File: src/hw/rtl/mse_pkg.sv
// Package with shared constants, opcode names and the execute result record.
`timescale 1ns / 1ps

package mse_pkg;

    localparam int NUM_REGS        = 32;
    localparam int REG_AW          = $clog2(NUM_REGS);
    localparam int MEM_WORDS       = 1024;
    localparam int MEM_AW          = $clog2(MEM_WORDS);
    localparam int PROGRAM_LINES   = 1024;
    localparam int LINE_W          = $clog2(PROGRAM_LINES + 1);
    localparam int TARGET_W        = 10;
    localparam int DATA_W          = 32;
    localparam logic [DATA_W-1:0] DATA_BASE_RESET = 32'h1001_0000;

    typedef enum logic [3:0] {
        MODE_ADD  = 4'd0,
        MODE_ADDI = 4'd1,
        MODE_SUB  = 4'd2,
        MODE_SUBI = 4'd3,
        MODE_BNE  = 4'd4,
        MODE_BLE  = 4'd5,
        MODE_BEQ  = 4'd6,
        MODE_J    = 4'd7,
        MODE_LI   = 4'd8,
        MODE_LW   = 4'd9,
        MODE_SW   = 4'd10
    } mode_t;

    typedef struct packed {
        logic [LINE_W-1:0] next_line;
        logic              taken;
        logic              wr;
        logic [REG_AW-1:0] rd;
        logic [DATA_W-1:0] value;
        logic              load;
        logic              store;
        logic              err;
        logic [MEM_AW-1:0] mem_addr;
        logic [DATA_W-1:0] store_data;
    } exec_res_t;

endpackage

File: src/hw/rtl/mse_regfile.sv
// Register file with two registered read ports, one write port and per-entry valid bits.
`timescale 1ns / 1ps

module mse_regfile (
    input  logic                      aclk,
    input  logic                      aresetn,
    input  logic                      rd_en,
    input  logic [mse_pkg::REG_AW-1:0] rd_addr0,
    input  logic [mse_pkg::REG_AW-1:0] rd_addr1,
    output logic [mse_pkg::DATA_W-1:0] rd_data0,
    output logic [mse_pkg::DATA_W-1:0] rd_data1,
    input  logic                      wr_en,
    input  logic [mse_pkg::REG_AW-1:0] wr_addr,
    input  logic [mse_pkg::DATA_W-1:0] wr_data
);
    import mse_pkg::*;

    logic [DATA_W-1:0]   mem [NUM_REGS];
    logic [NUM_REGS-1:0] valid_reg;
    logic [DATA_W-1:0]   rdata0_reg;
    logic [DATA_W-1:0]   rdata1_reg;
    logic                rvalid0_reg;
    logic                rvalid1_reg;

    // An entry that was never written reads as zero.
    always_ff @(posedge aclk) begin
        if (!aresetn) begin
            valid_reg <= '0;
        end else if (wr_en) begin
            valid_reg[wr_addr] <= 1'b1;
        end
    end

    always_ff @(posedge aclk) begin
        if (wr_en) begin
            mem[wr_addr] <= wr_data;
        end
        if (rd_en) begin
            rdata0_reg  <= mem[rd_addr0];
            rdata1_reg  <= mem[rd_addr1];
            rvalid0_reg <= valid_reg[rd_addr0];
            rvalid1_reg <= valid_reg[rd_addr1];
        end
    end

    assign rd_data0 = rvalid0_reg ? rdata0_reg : '0;
    assign rd_data1 = rvalid1_reg ? rdata1_reg : '0;

endmodule

File: config.mk
export PLATFORM = sky130hd
export DESIGN_NAME = mse_regfile
export DESIGN_NICKNAME = d
export VERILOG_FILES = /design/src/hw/rtl/mse_pkg.sv /design/src/hw/rtl/mse_regfile.sv
export SDC_FILE = /design/constraint.sdc
export NUM_CORES = 1
export LEC_CHECK = 0
export BUFFER_PORTS_ARGS = -buffer_cell sky130_fd_sc_hd__buf_2
export CAP_MARGIN = 5
export CORE_MARGIN = 10
export CORE_UTILIZATION = 45
export CTS_CLUSTER_DIAMETER = 50
export CTS_CLUSTER_SIZE = 24
export DETAILED_ROUTE_END_ITERATION = 8
export PLACE_DENSITY = 0.65
export SETUP_SLACK_MARGIN = 0.1
export SYNTH_ARGS = -nofsm -noshare
export SYNTH_HDL_FRONTEND = slang
export SYNTH_SLANG_ARGS = --single-unit
File: constraint.sdc
create_clock -name aclk -period 6.8 [get_ports aclk]
set_input_delay 1.7 -clock aclk [delete_from_list [all_inputs] [get_ports aclk]]
set_output_delay 1.7 -clock aclk [all_outputs]
set_load 0.1 [all_outputs]
Word level (Yosys, flattened, before mapping)
Memory sizes are Yosys's and may differ from the RTL's. A register that Yosys moved wholly into a read port is not among the register bits.
Cells that the tools add are included.
{"block": "totals", "memories": 1, "wordCells": 20, "input_bits": 51, "ff_bits": 34, "mem_bits_rw": 1024, "out_inout_bits": 64}
{"block": "classes", "reduce_logical": 1, "bitwise": 1, "muxes": 10, "magnitude_cmp": 4}
{"memory": "mem", "words": 32, "word_bits": 32, "read_ports": 2, "rd_clocked_by_memory_dff": 2, "wr": 1, "line_no": "mse_regfile.sv:18", "rtl": "logic [DATA_W-1:0] mem [NUM_REGS];"}
{"operator": "$mux W32", "count": 2}
{"operator": "$or A32 B32 Y32", "count": 1}
{"operator": "$lt A5 B6 Y1 const B", "count": 3}
{"operator": "$bmux W1 S5", "count": 2}
{"operator": "$demux W1 S5", "count": 1}
{"operator": "$ge A5 B1 Y1 const B", "count": 1}
{"operator": "$mux W1", "count": 5}
{"operator": "$logic_and A1 B1 Y1", "count": 1}

Logic depth before layout (Yosys ltp)
{"block": "depth", "ltp_word": 5, "ltp_mapped": 8, "mapped_depth_nobuf": 5}

Worst setup path before layout
OpenSTA, ideal clock, no wires.
{"block": "synth_timing", "kind": "input -> register", "start": "in wr_addr[0] (netlist name)", "end": "mem mem[12][0], enable pin", "setup_slack_ps": 2633, "cell_stages": 3, "t_required_ps": 6377, "setup_time_ps": 423, "arrival_ps": 3744, "n_path_buf": 1, "cell_sequence": "or3b_2 -> clkbuf_1 -> nor2_1"}
{"element": "start: declaration", "line_no": "mse_regfile.sv:13", "rtl": "input logic [mse_pkg::REG_AW-1:0] wr_addr,"}
{"element": "end: declaration", "line_no": "mse_regfile.sv:18"}
Straight into the memory's write port.

Final worst setup path
{"block": "layout_timing", "start": "reg rvalid1_reg", "end": "out rd_data1[2] (netlist name)"}
{"block": "layout_between", "elab_chain_cells": 1}
{"element": "start: declaration", "line_no": "mse_regfile.sv:23", "rtl": "logic rvalid1_reg;"}
{"element": "start signal: assignment", "line_no": "mse_regfile.sv:42", "rtl": "rvalid1_reg <= valid_reg[rd_addr1];"}
{"element": "$mux W32", "line_no": "mse_regfile.sv:47", "rtl": "assign rd_data1 = rvalid1_reg ? rdata1_reg : '0;"}
{"element": "end: declaration", "line_no": "mse_regfile.sv:11", "rtl": "output logic [mse_pkg::DATA_W-1:0] rd_data1,"}
Every way passes these cells.

==> metrics <==
Post-Syn Nets 3,652; Layout Skew 25.5 ps; die area 0.130 mm²; Die Ht ~360 µm; PwrDens between 200 and 300 mW/mm²; Setup crit end kind primary output; largest net degree at the start of global routing 88; Core Region 0.116 mm²; final WL 166,000 µm; MaxCap Viol Count 0; Iter 0 DRT Violations 3,892; PortBufs around 110; sequential cell area 0.0334 mm²; via count 33,800; top-count cell post-synth edfxtp_1; Worst EP required 5100 ps; Initial Util 45.2%; Synth Instances between 3,000 and 4,000; synth cell count leaders edfxtp_1, mux2i_1, a22oi_1; 1st-pass router iterations 5; critical path type register to primary output; fmax around 230 MHz; final worst path period share 64.2%; clock root cell clkbuf_16; largest cells by area after synthesis edfxtp_1, mux2i_1, a22oi_1; GP Congestion ~0.86; critical path arrival 2670 ps; Leak 21.6 nW; min Tclk post-route 4370 ps; Yosys cell types 28; Critical Path Source Type register; H-tree depth 3; Post-synth EDFFs 1,090; cts hold-fix bufs 0; Detail Placement HPWL 99,400 µm; global-route wire length before repair ~240,000 µm; worst vdd ir a little under 0.2 mV; worst hold path class register to register; Layout area overhead 12.4%; global route overflow 0; final hold vios 0; Multi-input gate area 0.0178 mm²; Yosys reg bits 1,122; post-layout power 0.0162 W; CTS buffer count approximately 120; CTS clk-pin slew, worst paths 60 ps; die width 361 µm; register area share after synthesis 63.7%; share of Yosys cell area claimed by the top area cell type between 60% and 70%; synth warn 0; Resize count post-CTS 0; Antenna Nets Post-Route 0; CP Max Fanout 32; Total GRT Usage roughly a quarter; layout cell share with drive strength beyond 1 12.7%; Reg with most FFs mem; nets@finish approximately 3,700; vias in the first global route about 33,000; CTS tree done; Routed wire per std cell around 31 µm; synthesized area per cell 14.6 µm²; clk buf depth 3; Post-synth ARST share 0%; unrepaired setup endpoints after global routing no; Syn Std Cell Area 0.0524 mm²; # DRC 0; Max transition margin ~15%; # IOs 115; top cell type by total area after synthesis edfxtp_1; fill count 9,695; Row Count between 100 and 150; Largest register FFs 1,024; outcome complete, no violations; Setup Viol. Count Final 0; top_reg_cell synth edfxtp_1; Slew @ Worst Pin 1270 ps; Setup TNS Final 0 ps; drt via density 6.38; postcts setup bufs 0; TritonCTS Sinks 1,122; worst skew pair latency approximately 730 ps; Pins Over Slew Limit 0; initial antenna violation count 18
-- per-layer routing --
layer  track usage, %  part of all wire [%]  vias to the layer above  routed length, µm
met5                0                 0.049                        -                 81
met4             8.41                   3.5                       12               5860
met3             5.57                   9.4                      344              15600
met2             38.4                    45                     1792              75300
met1             33.3                    42                    17300              68700
li1                 -                     -                    14400                  -
-- power by group --
part / leakage [nW] / internal [W] / switching, W / total [W]
Combinational: 9.52 / 0.000432 / 0.00109 / 0.00153
Clock: 1.99 / 0.00393 / 0.00293 / 0.00686
Sequential: 10.1 / 0.00771 / 0.0000760 / 0.00779
-- kinds of logic (layout without fill, tap and decap cells) --
logic type / count (synthesis) / in the layout / share of synthesized area [%]
AOI/OAI and AO/OA: 593 / 593 / 7.94
muxes: 1056 / 1056 / 20.2
other: 0 / 6 / 0
buffers and inverters: 276 / 440 / 2.99
and+or+nand+nor: 554 / 554 / 5.20
DFF: 1122 / 1122 / 63.7
-- worst max-delay path, stage by stage (launching register included) --
cell	delay, ps
edfxtp_1	1200
and2_1	290
buf_2	440
-- path summary, 6_finish.rpt --
path / start / endpoint / slack, ps / cells after the start
setup / recovery: rvalid1_reg / rd_data1[2] / 2430 / 2
hold / removal: valid_reg[12] / valid_reg[12] / 500 / 1
setup reg to reg: mem[2][8] / rdata0_reg[8] / 4840 / 5
hold reg to reg: valid_reg[12] / valid_reg[12] / 500 / 1
-- layout make-up --
type / count / share of cell area, %
diodes: 6 / 0.0255
clock buffers: 122 / 5.02
clock inverters: 96 / 2.04
multi-input cells: 2203 / 30.2
flip-flops and latches: 1122 / 56.7
well taps: 1524 / 3.24
repair buffers: 222 / 2.81
-- cells in the final DEF, fill, tap and decap left out, types with 3 or more instances in the layout --
cell	netlist	final
nand2_1	134	133
clkinvlp_4	0	15
nand3_1	233	233
mux2i_1	1056	1056
buf_4	52	89
nand2b_2	0	3
inv_8	0	9
dfxtp_1	32	32
clkinv_2	0	9
nor2b_4	0	5
clkbuf_1	98	4
clkinv_1	0	8
or3b_2	3	3
nor3_1	33	33
a31oi_1	33	33
a22oi_1	330	330
clkinv_4	0	13
bufinv_16	0	18
edfxtp_1	1090	1090
clkinv_8	0	6
clkbuf_16	0	117
nand3b_1	5	5
nor2_4	0	35
and2_1	67	64
buf_2	86	111
a21oi_1	132	132
nand4_1	33	33
diode_2	0	6
buf_12	0	20
inv_6	0	18
a22o_1	66	66
o21a_1	32	32
-- through the flow --
step           instances  instance area (µm²)  util (%)  hold slack (ps)  setup slack [ps]
2_1_floorplan       3601                52400         -              461              2630
3_3_place_gp        5071                54700      47.2              467              2420
3_5_place_dp        5071                54700      47.2              479              2400
4_1_cts             5289                58900      50.8              495              2440
5_1_grt             5289                58900      50.8              512              2360
6_report            5295                58900      50.8              496              2430
No activity file was read; power rests on OpenSTA's default activity.
