<file path="src/hw/rtl/mse_pkg.sv">
// Package with shared constants, opcode names and the execute result record.
`timescale 1ns / 1ps

package mse_pkg;

    localparam int NUM_REGS        = 32;
    localparam int REG_AW          = $clog2(NUM_REGS);
    localparam int MEM_WORDS       = 1024;
    localparam int MEM_AW          = $clog2(MEM_WORDS);
    localparam int PROGRAM_LINES   = 1024;
    localparam int LINE_W          = $clog2(PROGRAM_LINES + 1);
    localparam int TARGET_W        = 10;
    localparam int DATA_W          = 32;
    localparam logic [DATA_W-1:0] DATA_BASE_RESET = 32'h1001_0000;

    typedef enum logic [3:0] {
        MODE_ADD  = 4'd0,
        MODE_ADDI = 4'd1,
        MODE_SUB  = 4'd2,
        MODE_SUBI = 4'd3,
        MODE_BNE  = 4'd4,
        MODE_BLE  = 4'd5,
        MODE_BEQ  = 4'd6,
        MODE_J    = 4'd7,
        MODE_LI   = 4'd8,
        MODE_LW   = 4'd9,
        MODE_SW   = 4'd10
    } mode_t;

    typedef struct packed {
        logic [LINE_W-1:0] next_line;
        logic              taken;
        logic              wr;
        logic [REG_AW-1:0] rd;
        logic [DATA_W-1:0] value;
        logic              load;
        logic              store;
        logic              err;
        logic [MEM_AW-1:0] mem_addr;
        logic [DATA_W-1:0] store_data;
    } exec_res_t;

endpackage

</file>
<file path="src/hw/rtl/mse_exec.sv">
// Execute logic: arithmetic, branch decision, next line and data address check.
`timescale 1ns / 1ps

module mse_exec (
    input  logic [3:0]                   mode,
    input  logic [mse_pkg::REG_AW-1:0]   dest_idx,
    input  logic [mse_pkg::DATA_W-1:0]   op_b,
    input  logic [mse_pkg::DATA_W-1:0]   op_x,
    input  logic [mse_pkg::DATA_W-1:0]   imm,
    input  logic [mse_pkg::TARGET_W-1:0] target,
    input  logic [mse_pkg::LINE_W-1:0]   line_cnt,
    input  logic [mse_pkg::DATA_W-1:0]   data_base,
    output mse_pkg::exec_res_t           res
);
    import mse_pkg::*;

    localparam int OFF_W = DATA_W - 2;
    localparam logic [OFF_W-1:0] MEM_LIMIT = OFF_W'(MEM_WORDS);

    logic [DATA_W-1:0] ea;
    logic [DATA_W-1:0] diff;
    logic              oob;
    logic [LINE_W-1:0] next_line;
    logic              taken;
    logic              wr_raw;
    logic              wr_ok;
    logic [DATA_W-1:0] val;
    logic              is_lw;
    logic              is_sw;

    always_comb begin
        ea   = op_b + imm;
        diff = ea - data_base;
        oob  = (ea < data_base) || (diff[DATA_W-1:2] >= MEM_LIMIT);

        taken  = 1'b0;
        wr_raw = 1'b0;
        val    = '0;
        is_lw  = 1'b0;
        is_sw  = 1'b0;
        case (mode)
            MODE_ADD: begin
                val    = op_b + op_x;
                wr_raw = 1'b1;
            end
            MODE_ADDI: begin
                val    = op_b + imm;
                wr_raw = 1'b1;
            end
            MODE_SUB: begin
                val    = op_b - op_x;
                wr_raw = 1'b1;
            end
            MODE_SUBI: begin
                val    = op_b - imm;
                wr_raw = 1'b1;
            end
            MODE_BNE: taken = (op_x != op_b);
            MODE_BLE: taken = ($signed(op_x) <= $signed(op_b));
            MODE_BEQ: taken = (op_x == op_b);
            MODE_J:   taken = 1'b1;
            MODE_LI: begin
                val    = imm;
                wr_raw = 1'b1;
            end
            MODE_LW: begin
                is_lw  = 1'b1;
                wr_raw = !oob;
            end
            MODE_SW: is_sw = 1'b1;
            default: ;
        endcase

        if (taken) begin
            next_line = LINE_W'(target);
        end else if (line_cnt >= LINE_W'(PROGRAM_LINES)) begin
            next_line = LINE_W'(PROGRAM_LINES);
        end else begin
            next_line = line_cnt + 1'b1;
        end

        wr_ok = wr_raw && (dest_idx != '0);

        res.next_line  = next_line;
        res.taken      = taken;
        res.wr         = wr_ok;
        res.rd         = wr_ok ? dest_idx : '0;
        res.value      = wr_ok ? val : '0;
        res.load       = is_lw && !oob;
        res.store      = is_sw && !oob;
        res.err        = (is_lw || is_sw) && oob;
        res.mem_addr   = diff[MEM_AW+1:2];
        res.store_data = op_x;
    end

endmodule

</file>
<file path="config.mk">
export PLATFORM = sky130hd
export DESIGN_NAME = mse_exec
export DESIGN_NICKNAME = d
export VERILOG_FILES = /design/src/hw/rtl/mse_pkg.sv /design/src/hw/rtl/mse_exec.sv
export SDC_FILE = /design/constraint.sdc
export NUM_CORES = 1
export LEC_CHECK = 0
export ABC_AREA = 1
export ABC_CLOCK_PERIOD_IN_PS = 5400
export BUFFER_PORTS_ARGS = -buffer_cell sky130_fd_sc_hd__buf_2
export CAP_MARGIN = 20
export CELL_PAD_IN_SITES_DETAIL_PLACEMENT = 1
export CELL_PAD_IN_SITES_GLOBAL_PLACEMENT = 2
export CORE_AREA = 2 2 204 206
export DETAILED_ROUTE_END_ITERATION = 8
export DIE_AREA = 0 0 206 208
export PLACE_DENSITY = 0.84
export SYNTH_ARGS = -nofsm -noshare
export SYNTH_HDL_FRONTEND = slang
export SYNTH_SLANG_ARGS = --single-unit
</file>
<file path="constraint.sdc">
create_clock -name vclk -period 5.4
set_input_delay 1.08 -clock vclk [all_inputs]
set_output_delay 1.08 -clock vclk [all_outputs]
set_load 0.05 [all_outputs]
</file>
# Word level (Yosys, flattened, before mapping)
# Index checks and enable logic that the tools add are counted.
# totals
register_bits	0
inputBits	158
output_inout_bits	95
elab_cells	41
# classes
n_addsub	6
magnitude_cmp	4
n_eq_ne	12
muxes	9
reduce_logical	10
# ops
op	count
32-bit one-hot mux with 5 select lines	1
32-bit subtractor	3
32-bit adder	2
32-bit equality test	1
32-bit <= comparator	1
32-bit < comparator	1
32-bit 2-to-1 mux	1
32-bit != test	1
30-bit by 11-bit >= comparator with 1-bit output (second input constant)	1
11-bit 2-to-1 mux	2
4-bit by 3-bit equality test with 1-bit output (second input constant)	4
4-bit equality test (second input constant)	3
11-bit by 1-bit adder with 11-bit output (second input constant)	1
11-bit >= comparator (second input constant)	1
4-bit by 2-bit equality test with 1-bit output (second input constant)	2
5-bit 2-to-1 mux	1
5-bit nonzero test	1
5-bit OR reduction	1
4-bit by 1-bit equality test with 1-bit output (second input constant)	1
1-bit logical AND	4
4-bit zero test	1
1-bit one-hot mux with 4 select lines	1
1-bit logical OR	2
1-bit 2-to-1 mux	2
2 further kinds	2

# Depth between registers and ports, before layout
# logic_depth
depth_word	8
mapped_depth	37
mapped_depth_nobuf	36

# Worst setup path after synthesis
# Ideal clock, no wire load.
# synth_timing
kind	input -> output
from	input port op_b[0] (netlist bit)
to	output port res[48] (netlist bit)
t_arrival_ps	4720
t_required_ps	4320
path_slack_ps	-400
cell_stages	32
n_path_buf	0
cell_sequence	ha_1 > inv_1 > fa_1 > o21ai_2 > nand3_1 > nand2_1 > nand2_1 > nand2_1 > nand2_1 > nand2_1 > nand3_1 > nand2_1 > nand2_1 > nand2_1 > nand2_1 > and2_1 > ha_1 > nand2_1 > inv_2 > nand2_1 > nor3_1 > and2_1 > nand2_1 > nand3_1 > nand3_1 > nor3_1 > nand3_1 > nor2_2 > nand2_2 > nand2_2 > nand2_4 > nor2_2
# synth_lines
element	line_no	text
start, declared	mse_exec.sv:7	input logic [mse_pkg::DATA_W-1:0] op_b,
end, declared	mse_exec.sv:13	output mse_pkg::exec_res_t res

==> flow_summary.ini <==
[placed_design]
gp_congestion = 1.015
post-place-ws_ps = -1268
port_buffers = 253
dpl.hpwl_mm = 46.79
dp.cells = 3072

[critical_path]
critPathCapture = res[48]
cp_num_buf_inv = 3
startpoint_type = input pin
cp_num_cells = 28
endpoint_kind = primary output
critical_path_class = input pin to primary output
slowest_delay_ps = 380
startpoint = imm[19]
cp.arrival_ps = 5150
cp_top_family = simple AND/OR/NAND/NOR gates
critPathMaxFanout = 7
cp.required_ps = 4320
slowest_stage = ha_1
cp_common_cell = nand2_1

[sta]
holdWs_ps = 2469
rsz0062_at_grt = yes
finalMaxSlewViolations = 0
post-route-min-period_ps = 6231
tightest_slew_ps = 911.2
hold_viol = 0
fmax_mhz = 160.5
setup_viol = 33
finalWorstSetupSlack_ps = -830.8
fin_crit_sh = 1.154
maxSlewHeadroom = 0.3888

[final_layout]
syn2layout_area_growth_pct = 92.65
final_cells = 3162
fin_nets = 2917
seq_cells = 0
final_cell_mix = buf_4 (491), nand2_1 (451), inv_1 (290)
final-seq-area_um2 = 0
final_common_cell = buf_4
n_fill_cell = 5341
drive_above_1_share = 0.5036
multi_input_area_mm2 = 0.01056
utilization = 0.4586
clockBufferCount = 0

[logic_synthesis]
syn_inst = 1878
synthesis.nets = 2166
synth_sequential_area_ratio = 0
yosysUniqueCellTypes = 46
synth_warnings = 0
avgSynthCellArea_um2 = 5.140
syn_area_mm2 = 0.009653

[grt]
grt_max_degree = 32
antenna_found_initial = 3
grt-ovfl-total = 0
grt_pass1_wl_mm = 84.69
grt_use_total = 0.2470
grt_pass1_vias = 16090

[drt]
drt_wl_total_mm = 64.86
route.vias.total = 16070
drc = 0
drt_iter0_markers = 912
firstDrtPassIters = 5
ant_nets = 0
wl_per_cell_um = 20.51
via_per_inst = 5.083

[worst_hold_path]
hold_path.class = input pin to primary output

[floorplanning]
row_count = 74
fp.coreArea_mm2 = 0.04055
io_pins = 253
initial_core_util = 0.2380
die_width_um = 206
dieArea_mm2 = 0.04285
die_h_um = 208

[power]
power_frac_seq = 0
intPower_uw = 1428
p_sw_uw = 1976
swShare = 0.5804
clkPwrFrac = 0
p_leak_uw = 0.009932
powerDensity_mw_per_mm2 = 183.0
vdd_drop_max_uv = 116.1
p_comb_frac = 1.000

[cts]
hold_buffers = 0

[outcome]
violations = negative setup slack
status = finished, violations left

[run]
maxCapViolations = 0
[worst min-delay path by stage]
stage	from	to	slack, ps	depth (start not counted)
4_1_cts	op_x[0]	res[0]	2460	2
5_1_grt	op_x[0]	res[0]	2480	2
2_1_floorplan	dest_idx[0]	res[77]	2310	2
3_5_place_dp	op_x[0]	res[0]	2480	2
6_report	op_x[0]	res[0]	2470	2
3_3_place_gp	op_x[0]	res[0]	2480	2
[synthesized netlist by cell type, types with 19 or more instances]
| cell | n | area share |
|---|---|---|
| inv_2 | 19 | 0.0074 |
| ha_1 | 128 | 0.17 |
| nand3_1 | 130 | 0.067 |
| nor2_2 | 26 | 0.017 |
| nand4_1 | 19 | 0.012 |
| nand2_1 | 555 | 0.22 |
| inv_1 | 337 | 0.13 |
| o21ai_0 | 79 | 0.041 |
| nor3_1 | 31 | 0.016 |
| buf_4 | 34 | 0.026 |
| nor2_1 | 178 | 0.069 |
| a21oi_1 | 126 | 0.065 |
| xor2_1 | 26 | 0.024 |
| o221ai_1 | 23 | 0.021 |
[routing by layer]
layer	vias up	global-route usage	wire, um
met5	-	0	0
met4	0	0.06182	3814
met3	244	0.005169	2927
met2	629	0.4529	32060
met1	7682	0.3162	26060
li1	7516	-	-
[cell type report]
cell class         count  area share
diodes                 3   0.0004037
inverters            359     0.07387
multi-input cells   1465      0.5677
well taps            532     0.03579
repair buffers       802      0.3218
repair inverters       1   0.0004037
[what timing repair did]
action,in CTS,in global routing
setup buffers,66,50
endpoints found under the setup margin,33,47
resized for setup,349,411
pin swaps,123,188
gates cloned,0,1
hold endpoints to repair,0,0
[cells by family (layout without fill, tap and decap cells)]
family / count (synthesis) / in the layout / synth area share
compound gates: 300 / 300 / 0.1815
other cells: 0 / 3 / 0
xor+xnor: 32 / 32 / 0.02903
fa+ha+maj: 130 / 130 / 0.1701
buf+inv: 413 / 1162 / 0.1741
simple gates: 1003 / 1003 / 0.4454
[per-stage QoR]
stage                     area, um2  total power, uW  setup TNS, ps
final                         18600             3404         -15930
after global routing          18600             3624         -22580
after CTS                     16540             2864         -12600
after detailed placement      14910             2622         -25560
after global placement        14910             2558         -21260
after floorplan                9792             1412         -564.2
[power by group through the flow]
| stage | clock, uW | combinational (uW) | sequential, uW |
|---|---|---|---|
| finish | 0.0000744 | 3400 | 0 |
| global route | 0.0000744 | 3620 | 0 |
| CTS | 0 | 2860 | 0 |
| detailed placement | 0 | 2620 | 0 |
| global placement | 0 | 2560 | 0 |
| floorplan | 0 | 1410 | 0 |
Power figures use the tool's default switching activity.
